[config.mk]
export PLATFORM = sky130hd
export DESIGN_NAME = utf16_utf32_to_utf8_transcoder_flat
export DESIGN_NICKNAME = d
export VERILOG_FILES = /design/src/sv/u2u8_pkg.sv /design/src/sv/u2u8_if.sv /design/src/sv/utf16_utf32_to_utf8_transcoder.sv /design/src/sv/u2u8_serializer.sv /design/src/flat_wrapper.sv
export SDC_FILE = /design/constraint.sdc
export NUM_CORES = 1
export LEC_CHECK = 0
export ABC_AREA = 1
export BUFFER_PORTS_ARGS = -buffer_cell sky130_fd_sc_hd__buf_2
export CAP_MARGIN = 20
export CORE_UTILIZATION = 31
export CTS_BUF_LIST = sky130_fd_sc_hd__clkbuf_16
export CTS_CLUSTER_DIAMETER = 150
export CTS_CLUSTER_SIZE = 30
export DETAILED_ROUTE_END_ITERATION = 12
export SYNTH_ARGS = -nofsm -noshare
export SYNTH_HDL_FRONTEND = slang
export SYNTH_SLANG_ARGS = --single-unit
export TNS_END_PERCENT = 100
[constraint.sdc]
create_clock -name clk -period 12 [get_ports clk]
set_input_delay 2.4 -clock clk [delete_from_list [all_inputs] [get_ports clk]]
set_output_delay 2.4 -clock clk [all_outputs]
set_load 0.02 [all_outputs]
[src/sv/u2u8_pkg.sv]
`default_nettype none

package u2u8_pkg;

    // Source format codes held in the configuration register.
    typedef logic [1:0] fmt_t;

    localparam fmt_t FMT_U16LE = 2'd0;
    localparam fmt_t FMT_U16BE = 2'd1;
    localparam fmt_t FMT_U32LE = 2'd2;
    localparam fmt_t FMT_U32BE = 2'd3;

    // Surrogate tags in the top six bits of a UTF-16 unit.
    localparam logic [5:0] SUR_HI_TAG = 6'b110110;
    localparam logic [5:0] SUR_LO_TAG = 6'b110111;

    localparam logic [15:0] SUR_HI_BASE    = 16'hD800;
    localparam logic [20:0] CP_SUPP_BASE   = 21'h010000;
    localparam logic [31:0] CP_MAX         = 32'h0010FFFF;
    localparam logic [20:0] CP_REPLACEMENT = 21'h00FFFD;

    // Largest run of bytes one word can cause, and the length of a lone surrogate.
    localparam int unsigned MAX_RUN = 6;
    localparam logic [2:0] FLUSH_LEN = 3'd3;

    // Encoding of one code point: up to four bytes, first byte in slot 0.
    typedef struct packed {
        logic [3:0][7:0] data;
        logic [2:0]      count;
    } utf8_enc_t;

    // Run of bytes handed to the serialiser, first byte in slot 0.
    typedef struct packed {
        logic [MAX_RUN-1:0][7:0] data;
        logic [2:0]              count;
    } u2u8_burst_t;

    // UTF-8 encoder; values beyond the Unicode range become U+FFFD.
    function automatic utf8_enc_t utf8_encode(input logic [31:0] cp);
        logic [20:0] c;
        utf8_enc_t   r;
        c = (cp > CP_MAX) ? CP_REPLACEMENT : cp[20:0];
        r.data = '0;
        priority if (c <= 21'h00007F)
        begin
            r.data[0] = {1'b0, c[6:0]};
            r.count   = 3'd1;
        end
        else if (c <= 21'h0007FF)
        begin
            r.data[0] = {3'b110, c[10:6]};
            r.data[1] = {2'b10, c[5:0]};
            r.count   = 3'd2;
        end
        else if (c <= 21'h00FFFF)
        begin
            r.data[0] = {4'b1110, c[15:12]};
            r.data[1] = {2'b10, c[11:6]};
            r.data[2] = {2'b10, c[5:0]};
            r.count   = 3'd3;
        end
        else
        begin
            r.data[0] = {5'b11110, c[20:18]};
            r.data[1] = {2'b10, c[17:12]};
            r.data[2] = {2'b10, c[11:6]};
            r.data[3] = {2'b10, c[5:0]};
            r.count   = 3'd4;
        end
        return r;
    endfunction

endpackage

`default_nettype wire

[src/sv/u2u8_if.sv]
`default_nettype none

// Input channel: one code unit per word.
interface u2u8_in_if;
    logic        valid;
    logic        ready;
    logic [31:0] code_unit;
    logic        end_of_stream;

    modport source (output valid, output code_unit, output end_of_stream, input ready);
    modport sink   (input valid, input code_unit, input end_of_stream, output ready);
endinterface

// Output channel: one UTF-8 byte per word.
interface u2u8_out_if;
    logic       valid;
    logic       ready;
    logic [7:0] out_byte;
    logic       last_of_run;

    modport source (output valid, output out_byte, output last_of_run, input ready);
    modport sink   (input valid, input out_byte, input last_of_run, output ready);
endinterface

// Configuration write channel for the source format register.
interface u2u8_cfg_if;
    logic       valid;
    logic       ready;
    logic [1:0] data;

    modport source (output valid, output data, input ready);
    modport sink   (input valid, input data, output ready);
endinterface

`default_nettype wire

[src/sv/utf16_utf32_to_utf8_transcoder.sv]
// UTF-16 / UTF-32 to UTF-8 transcoder.
//
// src takes one code unit per word, first arriving byte in bits 7:0, with
// end_of_stream on the final unit. cfg writes the two-bit source format
// (UTF-16 LE, UTF-16 BE, UTF-32 LE, UTF-32 BE); it is always ready, and a
// write also drops any high surrogate that is waiting for its partner.
// dst gives the UTF-8 bytes one per word; last_of_run marks the final byte
// caused by one input word.
//
// Each word passes through the input register and then the serialiser before
// its first byte is offered on dst, and waits there while the serialiser is
// busy. dst moves one byte per cycle while dst is ready; a held high surrogate
// gives no byte. The single output serialiser sets this rate.
//
// When dst stalls, the current run waits in the serialiser and src still
// takes one more word into the input register, if it is empty, before ready falls.
// Reset empties both stages, clears the held surrogate and selects UTF-16 LE.
`default_nettype none

module utf16_utf32_to_utf8_transcoder (
    input  logic      clk,
    input  logic      rst_n,
    u2u8_cfg_if.sink  cfg,
    u2u8_in_if.sink   src,
    u2u8_out_if.source dst
);

    import u2u8_pkg::*;

    fmt_t        fmt_reg;
    fmt_t        fmt_next;
    logic        held_valid_reg;
    logic        held_valid_next;
    logic [9:0]  held_payload_reg;
    logic [9:0]  held_payload_next;
    logic        a_valid_reg;
    logic        a_valid_next;
    logic [31:0] a_unit_reg;
    logic        a_eos_reg;

    logic        ser_free;
    logic        a_move;
    logic        is16;
    logic        swap;
    logic [15:0] u16;
    logic [31:0] u32;
    logic        is_hi;
    logic        is_lo;
    logic        pair;
    logic        hold;
    logic        flush;
    logic        main_en;
    logic [31:0] main_cp;
    logic [20:0] pair_cp;
    logic [2:0]  main_n;
    utf8_enc_t   main_enc;
    utf8_enc_t   flush_enc;
    u2u8_burst_t burst;
    logic        load;

    assign cfg.ready = 1'b1;

    // The input register moves on whenever the serialiser can take its run.
    assign a_move    = a_valid_reg && ser_free;
    assign src.ready = !a_valid_reg || ser_free;

    // Byte order and surrogate classification of the registered unit.
    always_comb
    begin
        is16  = (fmt_reg == FMT_U16LE) || (fmt_reg == FMT_U16BE);
        swap  = (fmt_reg == FMT_U16BE) || (fmt_reg == FMT_U32BE);
        u16   = swap ? {a_unit_reg[7:0], a_unit_reg[15:8]} : a_unit_reg[15:0];
        u32   = swap ? {a_unit_reg[7:0], a_unit_reg[15:8], a_unit_reg[23:16],
                        a_unit_reg[31:24]} : a_unit_reg;
        is_hi = (u16[15:10] == SUR_HI_TAG);
        is_lo = (u16[15:10] == SUR_LO_TAG);
        pair  = is16 && held_valid_reg && is_lo;
        hold  = is16 && !pair && is_hi && !a_eos_reg;
        flush = is16 && held_valid_reg && !pair;
        pair_cp = {1'b0, held_payload_reg, u16[9:0]} + CP_SUPP_BASE;
    end

    // Code point to encode for this word.
    always_comb
    begin
        main_en = !hold;
        if (!is16)
        begin
            main_cp = u32;
        end
        else if (pair)
        begin
            main_cp = {11'h000, pair_cp};
        end
        else
        begin
            main_cp = {16'h0000, u16};
        end
    end

    // Encode, with the lone held surrogate ahead of the unit when flushed.
    always_comb
    begin
        main_enc  = utf8_encode(main_cp);
        flush_enc = utf8_encode({16'h0000, SUR_HI_BASE | {6'h00, held_payload_reg}});
        main_n    = main_en ? main_enc.count : 3'd0;
        burst.data = '0;
        if (flush)
        begin
            burst.data[2:0] = flush_enc.data[2:0];
            burst.data[5:3] = main_enc.data[2:0];
            burst.count     = FLUSH_LEN + main_n;
        end
        else
        begin
            burst.data[3:0] = main_enc.data;
            burst.count     = main_n;
        end
    end

    assign load = a_move && (burst.count != 3'd0);

    // Format register, surrogate holding state and input register control.
    always_comb
    begin
        fmt_next          = fmt_reg;
        held_valid_next   = held_valid_reg;
        held_payload_next = held_payload_reg;
        a_valid_next      = a_valid_reg;
        if (cfg.valid)
        begin
            fmt_next          = cfg.data;
            held_valid_next   = 1'b0;
            held_payload_next = 10'h000;
        end
        else if (a_move)
        begin
            held_valid_next   = hold;
            held_payload_next = hold ? u16[9:0] : 10'h000;
        end
        if (src.valid && src.ready)
        begin
            a_valid_next = 1'b1;
        end
        else if (a_move)
        begin
            a_valid_next = 1'b0;
        end
    end

    always_ff @(posedge clk or negedge rst_n)
    begin
        if (!rst_n)
        begin
            fmt_reg          <= FMT_U16LE;
            held_valid_reg   <= 1'b0;
            held_payload_reg <= 10'h000;
            a_valid_reg      <= 1'b0;
        end
        else
        begin
            fmt_reg          <= fmt_next;
            held_valid_reg   <= held_valid_next;
            held_payload_reg <= held_payload_next;
            a_valid_reg      <= a_valid_next;
        end
    end

    // Input payload is captured on every accepted word.
    always_ff @(posedge clk)
    begin
        if (src.valid && src.ready)
        begin
            a_unit_reg <= src.code_unit;
            a_eos_reg  <= src.end_of_stream;
        end
    end

    u2u8_serializer u_ser (
        .clk   (clk),
        .rst_n (rst_n),
        .load  (load),
        .burst (burst),
        .free  (ser_free),
        .dst   (dst)
    );

endmodule

`default_nettype wire

[src/sv/u2u8_serializer.sv]
`default_nettype none

module u2u8_serializer (
    input  logic                  clk,
    input  logic                  rst_n,
    input  logic                  load,
    input  u2u8_pkg::u2u8_burst_t burst,
    output logic                  free,
    u2u8_out_if.source            dst
);

    import u2u8_pkg::*;

    logic [2:0]              cnt_reg;
    logic [2:0]              cnt_next;
    logic [MAX_RUN-1:0][7:0] data_reg;
    logic [MAX_RUN-1:0][7:0] data_next;
    logic                    take;

    // The head of the run is always in slot 0.
    assign dst.valid       = (cnt_reg != 3'd0);
    assign dst.out_byte    = data_reg[0];
    assign dst.last_of_run = (cnt_reg == 3'd1);

    assign take = dst.valid && dst.ready;

    // A new run may be loaded when empty or when the final byte leaves now.
    assign free = (cnt_reg == 3'd0) || ((cnt_reg == 3'd1) && dst.ready);

    // Load a fresh run, otherwise shift one byte out per taken word.
    always_comb
    begin
        cnt_next  = cnt_reg;
        data_next = data_reg;
        if (load)
        begin
            cnt_next  = burst.count;
            data_next = burst.data;
        end
        else if (take)
        begin
            cnt_next  = cnt_reg - 3'd1;
            data_next = {8'h00, data_reg[MAX_RUN-1:1]};
        end
    end

    always_ff @(posedge clk or negedge rst_n)
    begin
        if (!rst_n)
        begin
            cnt_reg <= 3'd0;
        end
        else
        begin
            cnt_reg <= cnt_next;
        end
    end

    always_ff @(posedge clk)
    begin
        data_reg <= data_next;
    end

endmodule

`default_nettype wire

[src/flat_wrapper.sv]
// flat-port wrapper written by rule: the top's interface ports become plain ports
module utf16_utf32_to_utf8_transcoder_flat import u2u8_pkg::*;
  (clk, rst_n, cfg_valid, cfg_data, cfg_ready, src_valid, src_code_unit, src_end_of_stream, src_ready, dst_valid, dst_out_byte, dst_last_of_run, dst_ready);
  u2u8_cfg_if cfg_i ();
  u2u8_in_if src_i ();
  u2u8_out_if dst_i ();
  input  logic clk;
  input  logic rst_n;
  input wire logic [$bits(cfg_i.valid)-1:0] cfg_valid;
  input wire logic [$bits(cfg_i.data)-1:0] cfg_data;
  output wire logic [$bits(cfg_i.ready)-1:0] cfg_ready;
  input wire logic [$bits(src_i.valid)-1:0] src_valid;
  input wire logic [$bits(src_i.code_unit)-1:0] src_code_unit;
  input wire logic [$bits(src_i.end_of_stream)-1:0] src_end_of_stream;
  output wire logic [$bits(src_i.ready)-1:0] src_ready;
  output wire logic [$bits(dst_i.valid)-1:0] dst_valid;
  output wire logic [$bits(dst_i.out_byte)-1:0] dst_out_byte;
  output wire logic [$bits(dst_i.last_of_run)-1:0] dst_last_of_run;
  input wire logic [$bits(dst_i.ready)-1:0] dst_ready;
  assign cfg_i.valid = cfg_valid;
  assign cfg_i.data = cfg_data;
  assign cfg_ready = cfg_i.ready;
  assign src_i.valid = src_valid;
  assign src_i.code_unit = src_code_unit;
  assign src_i.end_of_stream = src_end_of_stream;
  assign src_ready = src_i.ready;
  assign dst_valid = dst_i.valid;
  assign dst_out_byte = dst_i.out_byte;
  assign dst_last_of_run = dst_i.last_of_run;
  assign dst_i.ready = dst_ready;
  utf16_utf32_to_utf8_transcoder u_core (.clk(clk), .rst_n(rst_n), .cfg(cfg_i), .src(src_i), .dst(dst_i));
endmodule
## After elaboration in Yosys (flattened, before gate mapping)

Cells that the tools add are included.

| word-level totals | value |
|---|---|
| bits in registers | 98 |
| bits of input ports | 40 |
| output and inout bits | 12 |
| logic and storage cells | 81 |

| cells by class | value |
|---|---|
| add/subtract/negate cells | 3 |
| $lt $le $gt $ge | 6 |
| equal/unequal tests | 5 |
| muxes and demuxes | 29 |
| reduce and logical (&&, ||, !) cells | 25 |

Operators with widths:

| operator | number |
|---|---|
| $mux 48 | 2 |
| $mux 16 | 4 |
| $mux 32 | 2 |
| $mux 21 | 2 |
| $mux 35 | 1 |
| $gt 32x21->1 const B | 1 |
| $mux 10 | 3 |
| $mux 25 | 1 |
| $mux 24 | 1 |
| $mux 11 | 2 |
| $add 20x17->21 const B | 1 |
| $le 21x11->1 const B | 1 |
| $le 21x16->1 const B | 1 |
| $le 21x7->1 const B | 1 |
| $mux 19 | 1 |
| $mux 17 | 1 |
| $le 16x11->1 const B | 1 |
| $le 16x7->1 const B | 1 |
| $mux 8 | 2 |
| $eq 6x6->1 const B | 2 |
| $logic_and 1x1->1 | 11 |
| $mux 3 | 3 |
| $reduce_bool 2->1 | 3 |
| $reduce_bool 3->1 | 2 |
| 10 further kinds | 18 |

## Longest topological paths before layout

| logic depth | value |
|---|---|
| depth after elaboration | 19 |
| gate-level depth with buffers | 25 |
| mapped depth without buffers | 23 |

## Modules after synthesis

Synthesis repeated with hierarchy kept, for this count alone.

| unflattened totals | value |
|---|---|
| cell total of the unflattened synthesis | 714 |
| area, all modules | 5786.8 um^2 |

By module, submodules not included:

| module | times used | cells an instance | area each (um^2) | seq. area each (um^2) |
|---|---|---|---|---|
| utf16_utf32_to_utf8_transcoder | 1 | 478 | 3443.3 | 1341.3 |
| u2u8_serializer | 1 | 236 | 2343.5 | 1516.5 |

## Least setup slack after synthesis

OpenSTA, ideal clock, no wires.

| timing | value |
|---|---|
| path kind | input -> output |
| start | input port dst_ready |
| end | output port src_ready |
| arrival time | 2.740 ns |
| required time | 9.600 ns |
| path slack | 6.860 ns |
| stages | 4 |
| path buffers | 0 |
| cell sequence | nand2_1 nand2_1 inv_1 nand2_1 |

| on the way | value |
|---|---|
| cells in the longest elaborated chain, start to end | 3 |

RTL lines:

| element | line | source |
|---|---|---|
| start: declaration | flat_wrapper.sv:19 | `input wire logic [$bits(dst_i.ready)-1:0] dst_ready;` |
| $logic_and 1x1->1 | u2u8_serializer.sv:28 | `assign free = (cnt_reg == 3'd0) \|\| ((cnt_reg == 3'd1) && dst.ready);` |
| $logic_or 1x1->1 | u2u8_serializer.sv:28 |  |
| $logic_or 1x1->1 | utf16_utf32_to_utf8_transcoder.sv:65 | `assign src.ready = !a_valid_reg \|\| ser_free;` |
| end: declaration | flat_wrapper.sv:15 | `output wire logic [$bits(src_i.ready)-1:0] src_ready;` |

No other way between the ends.

## Worst setup path after layout

Ends and elaborated chain as after synthesis.

==> results_dict.tcl <==
set metrics [dict create \
    multi_input_comb_area_um2 2170 \
    synthArstFlopShare_pct 17.7 \
    numCtsBuffers 9 \
    route.final.wire_length_um 12500 \
    detailedPlacementHpwl_um 8910 \
    number_of_antenna_violations_at_the_first_check_in_global_routing 0 \
    ys_top_cells_by_area "edfxtp_1, nand2_1, dfrtp_1" \
    yosysWarnings 0 \
    buffer_ports.inserted 50 \
    end_kind "output pin" \
    critPathLaunchType "primary input" \
    setup_slack_ns 6.67 \
    postRouteAntennaNets 0 \
    report.final.setup_viol 0 \
    first_global_vias 4028 \
    post_cts_hold_buffer_count 0 \
    netlist-cell-type-count 38 \
    route.detailed.drc 0 \
    rows 48 \
    core_um2 17200 \
    grt_first_pass_wirelength_um 20800 \
    cts.clk_slew.worst_paths_ns 0.07 \
    yosysTopAreaCell "edfxtp_1" \
    antenna_cells_inserted 0 \
    globalRouteOverflowTotal 0 \
    grt_setup_unrepaired "false" \
    outcome "finished, final reports clean" \
    worst-path-max-fanout 3 \
    syn_area_um2 5440 \
    power.static_leakage_nw 2.58 \
    synth_commonest_cells "nand2_1, edfxtp_1, nor2_1, inv_1, o21ai_0" \
    layout.filler_cells 1818 \
    top_level_ports 52 \
    worstReg2RegStart "u_core.fmt_reg[0]$_DFFE_PN0P_" \
    hold_viol 0 \
    placed_cell_area_um2 5750 \
    max-slew-margin-rel_pct 55.1 \
    required_ns 9.60 \
    numClockSinks 96 \
    clk_path_buf_depth 2 \
    final_area_um2 6070 \
    dominantRegCellSynth "edfxtp_1" \
    first_iter_violations 303 \
    average_routed_wire_per_standard_cell_um 13.8 \
    cell_with_the_most_instances_after_synthesis "nand2_1" \
    num_vias 4289 \
    report.power.total_w 0.00138 \
    synthesis.area_per_instance_um2 8.43 \
    viasPerCell 4.76 \
    post_cts_resized 0 \
    arrival_ns 2.93 \
    timing.setup.tns_ns 0 \
    tightest_slew_ns 0.673 \
    portion_of_synthesized_cell_area_occupied_by_the_leading_cell_type_pct 43.6 \
    final_period_demand_of_the_worst_path_ns 5.33 \
    seq_area_frac_synth_pct 51.4 \
    grt.total_usage_pct 14.8 \
    syn_to_final_growth_pct 11.5 \
    cp-startpoint "dst_ready" \
    place_worst_setup_slack_ns 6.68 \
    clkLatencyLatePin_ns 0.36 \
    cts_root_buffer "clkbuf_16" \
    die_height_um 135 \
    die_w_um 135 \
    max-vdd-ir-drop_uv 111 \
    number_of_maximum_capacitance_violations 0 \
    worst_hold_path_type "reg2reg" \
    postSynthRegisterBits 96 \
    synth_edf_count 79 \
    largest_register_ff_count 38 \
    finish.net_count 715 \
    cts_post_setup_buffers_inserted 0 \
    drive_gt1_share_pct 14.5 \
    final.setup_skew_ns 0.0128 \
    netlist_instances 646 \
    gp_routability_congestion 0.885 \
    path_class "in2out" \
    cts_tree "yes" \
    drt_pre_antenna_iters 4 \
    final-seq-area_um2 2800 \
    layout_worst_path_cycle_share_pct 44.4 \
    fmax_ghz 0.188 \
    timing.hold.worst.start "u_core.u_ser.cnt_reg[1]$_DFFE_PN0P_" \
    cts_htree_levels 3 \
    start_util_pct 31.6 \
    finalMaxSlewViolations 0 \
    pin_count_of_the_biggest_net_entering_global_routing 47 \
    pwr_density_cell_nw_per_um2 228 \
    fp.dieArea_um2 18100 \
    number_of_nets_in_the_synthesized_netlist 690 \
]
cell families (layout without fill, tap and decap cells):
logic type	Yosys count	after routing	synth area share (%)
muxes	2	2	0.368
other	1	1	0.0689
buffers and inverters	100	130	8.83
xor gates and xnor gates	3	3	0.483
adders and majority gates	4	4	0.919
and+or+nand+nor	318	318	24.8
DFF	96	96	51.4
AOI/OAI and AO/OA	122	122	13.2
worst paths after layout:
kind	cells after the start	endpoint	slack, ns
min	2	u_core.u_ser.cnt_reg[1]$_DFFE_PN0P_	0.50
max in group asynchronous	1	u_core.fmt_reg[1]$_DFFE_PN0P_	9.74
min in group asynchronous	1	u_core.u_ser.cnt_reg[0]$_DFFE_PN0P_	1.97
min reg2reg	2	u_core.u_ser.cnt_reg[1]$_DFFE_PN0P_	0.50
max	6	src_ready	6.67
max reg2reg	21	u_core.u_ser.dst.out_byte[2]$_DFFE_PP_	6.85
critical path, cell delays in order:
cell	delay, ns
buf_2	0.10
nand2_1	0.06
nand2_1	0.04
inv_1	0.08
nand2_1	0.08
buf_2	0.16
metal layers:
| metal | GRT usage [%] | vias up | wire (um) |
|---|---|---|---|
| met5 | 0 | - | 0 |
| li1 | - | 2208 | - |
| met1 | 20.4 | 1934 | 6150 |
| met3 | 3.12 | 18 | 605 |
| met4 | 5.93 | 0 | 268 |
| met2 | 22.6 | 129 | 5450 |
per-stage QoR:
step	cells	hold slack, ns	utilization, %
floorplan	646	0.449	-
global placement	885	0.478	33.4
detailed placement	885	0.486	33.4
CTS	901	0.503	35.2
global route	901	0.531	35.2
finish	901	0.502	35.2
layout make-up:
| class | instances | share of cell area [%] |
|---|---|---|
| inverters | 60 | 3.71 |
| repair buffers | 54 | 4.62 |
| flip-flops and latches | 96 | 46.1 |
| clock inverters | 7 | 1.59 |
| well taps | 225 | 4.64 |
| multi-input cells | 450 | 35.7 |
| clock buffers | 9 | 3.71 |
placed cells by master (no fill, tap or decap), drive strengths merged:
cell type / synthesis / final
dfrtp: 17 / 17
conb: 1 / 1
o21ai: 67 / 67
o21a: 1 / 1
xnor2: 1 / 1
buf: 28 / 54
o32ai: 5 / 5
nor2: 85 / 85
or2: 6 / 6
clkinv: 0 / 3
o221ai: 1 / 1
o2111ai: 3 / 3
ha: 4 / 4
nand4: 10 / 10
and3: 2 / 2
xor2: 2 / 2
nand3: 33 / 33
o22ai: 7 / 7
clkbuf: 12 / 9
inv: 60 / 59
a22oi: 3 / 3
nand2: 179 / 179
o31ai: 1 / 1
edfxtp: 79 / 79
clkinvlp: 0 / 3
a21oi: 21 / 21
bufinv: 0 / 2
o211ai: 13 / 13
nor3: 3 / 3
mux2i: 2 / 2
power by group:
part / switching, W / internal [W]
sequential: 0.0000396 / 0.000543
combinational: 0.000345 / 0.000146
clock: 0.000127 / 0.000182
Power figures use the tool's default switching activity.
